--- src/rtl/mtg_pkg.sv ---
// ----------------------------------------------------------------------------
// mtg_pkg: shared constants and types of the MT19937 generator
// Holds the recurrence constants and the command/status bundles that join
// the controller and the datapath.
// ----------------------------------------------------------------------------
package mtg_pkg;

    localparam int STATE_WORDS   = 624;
    localparam int MIDDLE_OFFSET = 397;
    localparam int WORD_W        = 32;
    localparam int IDX_W         = $clog2(STATE_WORDS);

    localparam logic [WORD_W-1:0] SEED_MULT    = 32'd1812433253;
    localparam logic [WORD_W-1:0] DEFAULT_SEED = 32'd5489;
    localparam logic [WORD_W-1:0] TWIST_MATRIX = 32'h9908_B0DF;
    localparam logic [WORD_W-1:0] TEMPER_B     = 32'h9D2C_5680;
    localparam logic [WORD_W-1:0] TEMPER_C     = 32'hEFC6_0000;

    localparam logic [0:0] KIND_DRAW   = 1'b0;
    localparam logic [0:0] KIND_RESEED = 1'b1;

    // controller -> datapath
    typedef struct packed {
        logic seed_load;    // write word 0 from the seed, start the fill
        logic use_default;  // seed_load takes the default seed
        logic seed_step;    // write one recurrence word
        logic rd_pair;      // read words k and k+1
        logic rd_mid;       // latch the mixed pair, read the middle word
        logic write_out;    // write twisted word k, load the output word
    } t_dp_cmd;

    // datapath -> controller
    typedef struct packed {
        logic seed_last;    // fill is at the last word
    } t_dp_sts;

endpackage

--- src/rtl/mtg_ctrl.sv ---
// ----------------------------------------------------------------------------
// mtg_ctrl: sequencer of the MT19937 generator
// Runs the seed fill and the three-step draw, and owns both handshakes.
// ----------------------------------------------------------------------------
module mtg_ctrl
    import mtg_pkg::*;
(
    input  logic       i_clk,
    input  logic       i_rst_n,
    input  logic       i_in_valid,
    output logic       o_in_stall,
    input  logic [0:0] i_kind,
    output logic       o_out_valid,
    input  logic       i_out_stall,
    input  t_dp_sts    i_sts,
    output t_dp_cmd    o_cmd
);

    typedef enum logic [2:0] {
        S_IDLE,
        S_SEED,
        S_RD_PAIR,
        S_RD_MID,
        S_WRITE
    } t_state;

    t_state r_state;
    logic   r_out_valid;
    logic   r_seeded;
    logic   r_draw_pending;

    logic in_accept;
    logic out_accept;
    logic fire;

    assign in_accept  = i_in_valid && (r_state == S_IDLE);
    assign out_accept = r_out_valid && !i_out_stall;
    assign fire       = (r_state == S_WRITE) && (!r_out_valid || !i_out_stall);

    always_comb begin
        o_cmd             = '0;
        o_cmd.seed_load   = in_accept && (i_kind == KIND_RESEED || !r_seeded);
        o_cmd.use_default = (i_kind == KIND_DRAW);
        o_cmd.seed_step   = (r_state == S_SEED);
        o_cmd.rd_pair     = (r_state == S_RD_PAIR);
        o_cmd.rd_mid      = (r_state == S_RD_MID);
        o_cmd.write_out   = fire;
    end

    always_ff @(posedge i_clk) begin
        if (!i_rst_n) begin
            r_state        <= S_IDLE;
            r_out_valid    <= 1'b0;
            r_seeded       <= 1'b0;
            r_draw_pending <= 1'b0;
        end else begin
            if (fire) begin
                r_out_valid <= 1'b1;
            end else if (out_accept) begin
                r_out_valid <= 1'b0;
            end

            case (r_state)
                S_IDLE: begin
                    if (in_accept) begin
                        if (i_kind == KIND_RESEED) begin
                            r_state        <= S_SEED;
                            r_seeded       <= 1'b1;
                            r_draw_pending <= 1'b0;
                        end else if (!r_seeded) begin
                            r_state        <= S_SEED;
                            r_seeded       <= 1'b1;
                            r_draw_pending <= 1'b1;
                        end else begin
                            r_state <= S_RD_PAIR;
                        end
                    end
                end
                S_SEED: begin
                    if (i_sts.seed_last) begin
                        r_state        <= r_draw_pending ? S_RD_PAIR : S_IDLE;
                        r_draw_pending <= 1'b0;
                    end
                end
                S_RD_PAIR: r_state <= S_RD_MID;
                S_RD_MID:  r_state <= S_WRITE;
                S_WRITE: begin
                    if (fire) begin
                        r_state <= S_IDLE;
                    end
                end
                default: r_state <= S_IDLE;
            endcase
        end
    end

    assign o_in_stall  = (r_state != S_IDLE);
    assign o_out_valid = r_out_valid;

endmodule

--- config.mk ---
export PLATFORM = sky130hd
export DESIGN_NAME = mtg_ctrl
export DESIGN_NICKNAME = d
export VERILOG_FILES = /design/src/rtl/mtg_pkg.sv /design/src/rtl/mtg_ctrl.sv
export SDC_FILE = /design/constraint.sdc
export NUM_CORES = 1
export LEC_CHECK = 0
export BUFFER_PORTS_ARGS = -buffer_cell sky130_fd_sc_hd__buf_4
export CORE_AREA = 2 2 39 41
export CTS_CLUSTER_SIZE = 25
export DETAILED_ROUTE_END_ITERATION = 12
export DIE_AREA = 0 0 41 43
export PLACE_DENSITY_LB_ADDON = 0.1
export SLEW_MARGIN = 15
export SYNTH_ARGS = -nofsm -noshare
export SYNTH_HDL_FRONTEND = slang
export SYNTH_SLANG_ARGS = --single-unit
--- constraint.sdc ---
create_clock -name i_clk -period 3.1 [get_ports i_clk]
set_input_delay 0.31 -clock i_clk [delete_from_list [all_inputs] [get_ports i_clk]]
set_output_delay 0.31 -clock i_clk [all_outputs]
set_load 0.02 [all_outputs]
# [After elaboration in Yosys (flattened, before gate mapping)]
# Cells that the tools add are included.
[word_totals] ff_bits=6 input_bits=6 word_cells=43
[classes] eq_ne=8 muxes=14 bitwise=1 reduce_logical=16
[op_table] op="one-hot mux 3 bit (5 select lines)" n=1
[op_table] op="2-to-1 mux 3 bit" n=3
[op_table] op="equality test 3 x 2 -> 1 bit, second input constant" n=2
[op_table] op="2-to-1 mux 1 bit" n=6
[op_table] op="2-to-1 mux 2 bit" n=3
[op_table] op="inequality test 2 bit, second input constant" n=3
[op_table] op="logical AND 1 bit" n=4
[op_table] op="AND reduction 4 bit" n=1
[op_table] op="nonzero test 2 bit" n=2
[op_table] op="equality test 3 x 1 -> 1 bit, second input constant" n=1
[op_table] op="equality test 3 bit, second input constant" n=1
[op_table] op="zero test 1 bit" n=3
[op_table] op="zero test 3 bit" n=1
[op_table] op="inequality test 3 bit, second input constant" n=1
[op_table] op="AND reduction 3 bit" n=1
[op_table] op="nonzero test 3 bit" n=1
[op_table] op="logical OR 1 bit" n=2
[op_table] op="one-hot mux 1 bit (2 select lines)" n=1
[op_table] op="AND reduction 2 bit" n=1
[op_table] op="NOT 1 bit" n=1

# [Depth between registers and ports, before layout]
[depth] word_depth=5 ltp_mapped=4

# [Worst setup path after synthesis]
# Ideal clock, no wire load.
[synth_timing] path_kind="register to output" start="register r_state[2]" end="output o_cmd[5] in the netlist's numbering" arrival_time_ns=1.283 t_required_ns=2.790 slack_ns=1.507 stages_incl_launch_ff=3 n_path_buf=0 cell_sequence="dfxtp_1 -> or3_4 -> nor3_1"
[synth_rtl] element="start: declaration" line_no="mtg_ctrl.sv:27" rtl="t_state r_state;"
[synth_rtl] element="start signal: assignment" line_no="mtg_ctrl.sv:81" rtl="r_state <= r_draw_pending ? S_RD_PAIR : S_IDLE;"
[synth_rtl] element="end: declaration" line_no="mtg_ctrl.sv:16" rtl="output t_dp_cmd o_cmd"

==> flow_metrics.py <==
metrics = {
    "outcome": {
        "status": "finished, final reports clean",
    },
    "sta": {
        "relSlewSlack": 0.736,
        "grt_setup_unrepaired": "false",
        "worst_slack_ns": 1.41,
        "setup_tns_ns": 0,
        "clock_skew_ns": 0.000825,
        "hold_violations": 0,
        "clock.fmax_mhz": 591,
        "final_max_slew_viol_count": 0,
        "period_share": 0.546,
        "min_period_ns": 1.69,
        "tightest_slew_ns": 0.390,
        "setup_viol": 0,
    },
    "logic_synthesis": {
        "avgSynthCellArea_um2": 8.92,
        "synth_area_um2": 348,
        "yosys_warnings": 0,
        "synth_fp_nets": 45,
        "synth_edf_count": 0,
        "synth_top_cell_area_share": 0.345,
        "synth.area.top_cells": "dfxtp_1 35%, and3b_1 5.0%, buf_4 4.3%",
        "ys_ff_latch": 6,
        "synth_most_common_cell": "dfxtp_1",
        "seq_area_frac_synth": 0.345,
        "synth_ff_type": "dfxtp_1",
        "yosys.area.top_type": "dfxtp_1",
        "ys_types": 23,
        "postSynth.asyncResetShare": 0,
        "synth_common_cells": "6 x dfxtp_1, 3 x nand2_1",
        "synthCells": 39,
    },
    "clock_tree": {
        "cts.htree.levels": 1,
        "holdBufCountCts": 0,
        "cts_buffer_depth": 2,
        "numCtsBuffers": 3,
        "cts_root_buffer": "clkbuf_4",
        "clkSlewWorstSetupHoldPaths_ns": 0.04,
        "clkSinkCount": 6,
        "cts-resized-gates": 0,
        "cts_tree": "yes",
        "cts_setup_buffers": 0,
        "clk-insertion-delay-late_ns": 0.24,
    },
    "floorplan": {
        "coreArea_um2": 1380,
        "io_pins": 14,
        "die_h_um": 43,
        "row_count": 14,
        "die-area_um2": 1760,
        "die_w_um": 41,
        "start_util": 0.251,
    },
    "layout": {
        "n_antenna_cell": 0,
        "nets": 60,
        "area_growth_pct": 32.7,
        "fin_cells": 68,
        "num-fill-cells": 157,
        "regArea_um2": 120,
        "final_area_um2": 462,
        "final_layout_size_suffix_gt1_frac": 0.365,
        "multi_input_area_um2": 194,
    },
    "placed_design": {
        "pre_cts_slack_ns": 1.66,
        "portBuffers": 13,
        "gp_congestion": 0.674,
        "dpl_cell_area_um2": 439,
        "dpl.cell_count": 65,
        "hpwl_um": 603,
    },
    "global_routing": {
        "grt-ovfl-total": 0,
        "grt_start_max_net_pins": 13,
        "grt_usage": 0.114,
        "antenna_found_initial": 0,
        "grt_pass1_vias": 315,
        "grt_pass1_wl_um": 1270,
    },
    "drt": {
        "first_pass_iters": 2,
        "wl_per_cell_um": 10.6,
        "drc": 0,
        "routed-via-count": 317,
        "drt_iter0_drc": 5,
        "routed_wl_um": 720,
        "antenna_left": 0,
        "vias_per_cell": 4.66,
    },
    "power": {
        "combPwrFrac": 0.225,
        "p_per_area_nw_per_um2": 442,
        "power_frac_clock": 0.339,
        "sw_frac_of_total": 0.266,
        "p_seq_frac": 0.436,
        "power.leakage_nw": 0.205,
        "p_sw_uw": 54.3,
        "p_int_uw": 150,
        "irDropWorstVdd_mv": 0.172,
    },
    "worst_setup_path": {
        "endpoint_kind": "primary output",
        "path_cells": "or3_4 -> nor3_1 -> buf_4",
        "cp_data_required_time_ns": 2.79,
        "cpPeakStageDelay_ns": 0.42,
        "cp_max_fo": 11,
        "start_kind": "register",
        "cpMaxStageDelayCell": "or3_4",
        "cp_top_family": "simple AND/OR/NAND/NOR gates",
        "cp.arrival_ns": 1.38,
        "critPathBufInv": 1,
        "path_class": "reg -> out",
    },
    "min_path": {
        "hold_path_class": "in -> reg",
    },
    "flow_run": {
        "cap_violations": 0,
    },
}
==> flip-flops by register name, summed over array words and instances, names as in the netlist <==
name            count
r_draw_pending      1
r_state             3
o_out_valid         1
r_seeded            1
==> path summary, 6_finish.rpt <==
check | startpoint | endpoint | slack [ns] | cells after the start
hold reg to reg | r_seeded | r_seeded | 0.50 | 1
setup / recovery | r_state[1] | o_cmd[5] | 1.41 | 3
setup reg to reg | r_state[0] | r_draw_pending | 1.94 | 3
hold / removal | i_rst_n | r_state[2] | 0.31 | 2
==> metal layers <==
layer	global-route usage	wire length (µm)	vias up
met2	0.175	402	5
met4	0.0600	0	0
met3	0.0785	42	0
met1	0.106	275	146
met5	0	0	-
li1	-	-	166
==> placed cells by master (no fill, tap or decap), drive strengths merged <==
master  Yosys  layout
a221oi      1       1
nor2        2       2
nor2b       1       1
o2111a      1       1
a21oi       2       2
inv         2       2
clkbuf      0       3
and3b       2       2
dfxtp       6       6
nor3b       2       2
or3b        1       1
nand2b      2       2
o21bai      1       1
nand3b      1       1
buf         3      13
o21ai       2       2
nor3        2       2
or3         1       1
o21a        2       2
nor4b       1       1
nand2       3       3
a21boi      1       1
==> stage by stage <==
step                      power (mW)   util  hold WS, ns
after floorplan                0.120      -        0.428
after global routing           0.224  0.334        0.309
final                          0.204  0.334        0.313
after global placement         0.136  0.317        0.494
after CTS                      0.211  0.334        0.305
after detailed placement       0.137  0.317        0.498
==> kinds of logic after synthesis <==
logic type / after synthesis / share of synthesized area
AOI/OAI and AO/OA: 10 / 0.201
buffers and inverters: 5 / 0.0971
DFF: 6 / 0.345
and+or+nand+nor: 18 / 0.356
==> area by class of cell <==
class / count / share of cell area
Inverter: 2 / 0.0163
Sequential cell: 6 / 0.260
Tap cell: 16 / 0.0434
Timing Repair Buffer: 13 / 0.211
Clock buffer: 3 / 0.0488
Multi-Input combinational cell: 28 / 0.420
==> power by group through the flow <==
| stage | Clock (mW) | Sequential [mW] | Combinational [mW] |
|---|---|---|---|
| after detailed placement | 0 | 0.0903 | 0.0470 |
| final | 0.0692 | 0.0889 | 0.0460 |
| after CTS | 0.0747 | 0.0889 | 0.0470 |
| after floorplan | 0 | 0.0862 | 0.0336 |
| after global placement | 0 | 0.0900 | 0.0463 |
| after global routing | 0.0828 | 0.0898 | 0.0512 |
No activity file was read; power rests on OpenSTA's default activity.
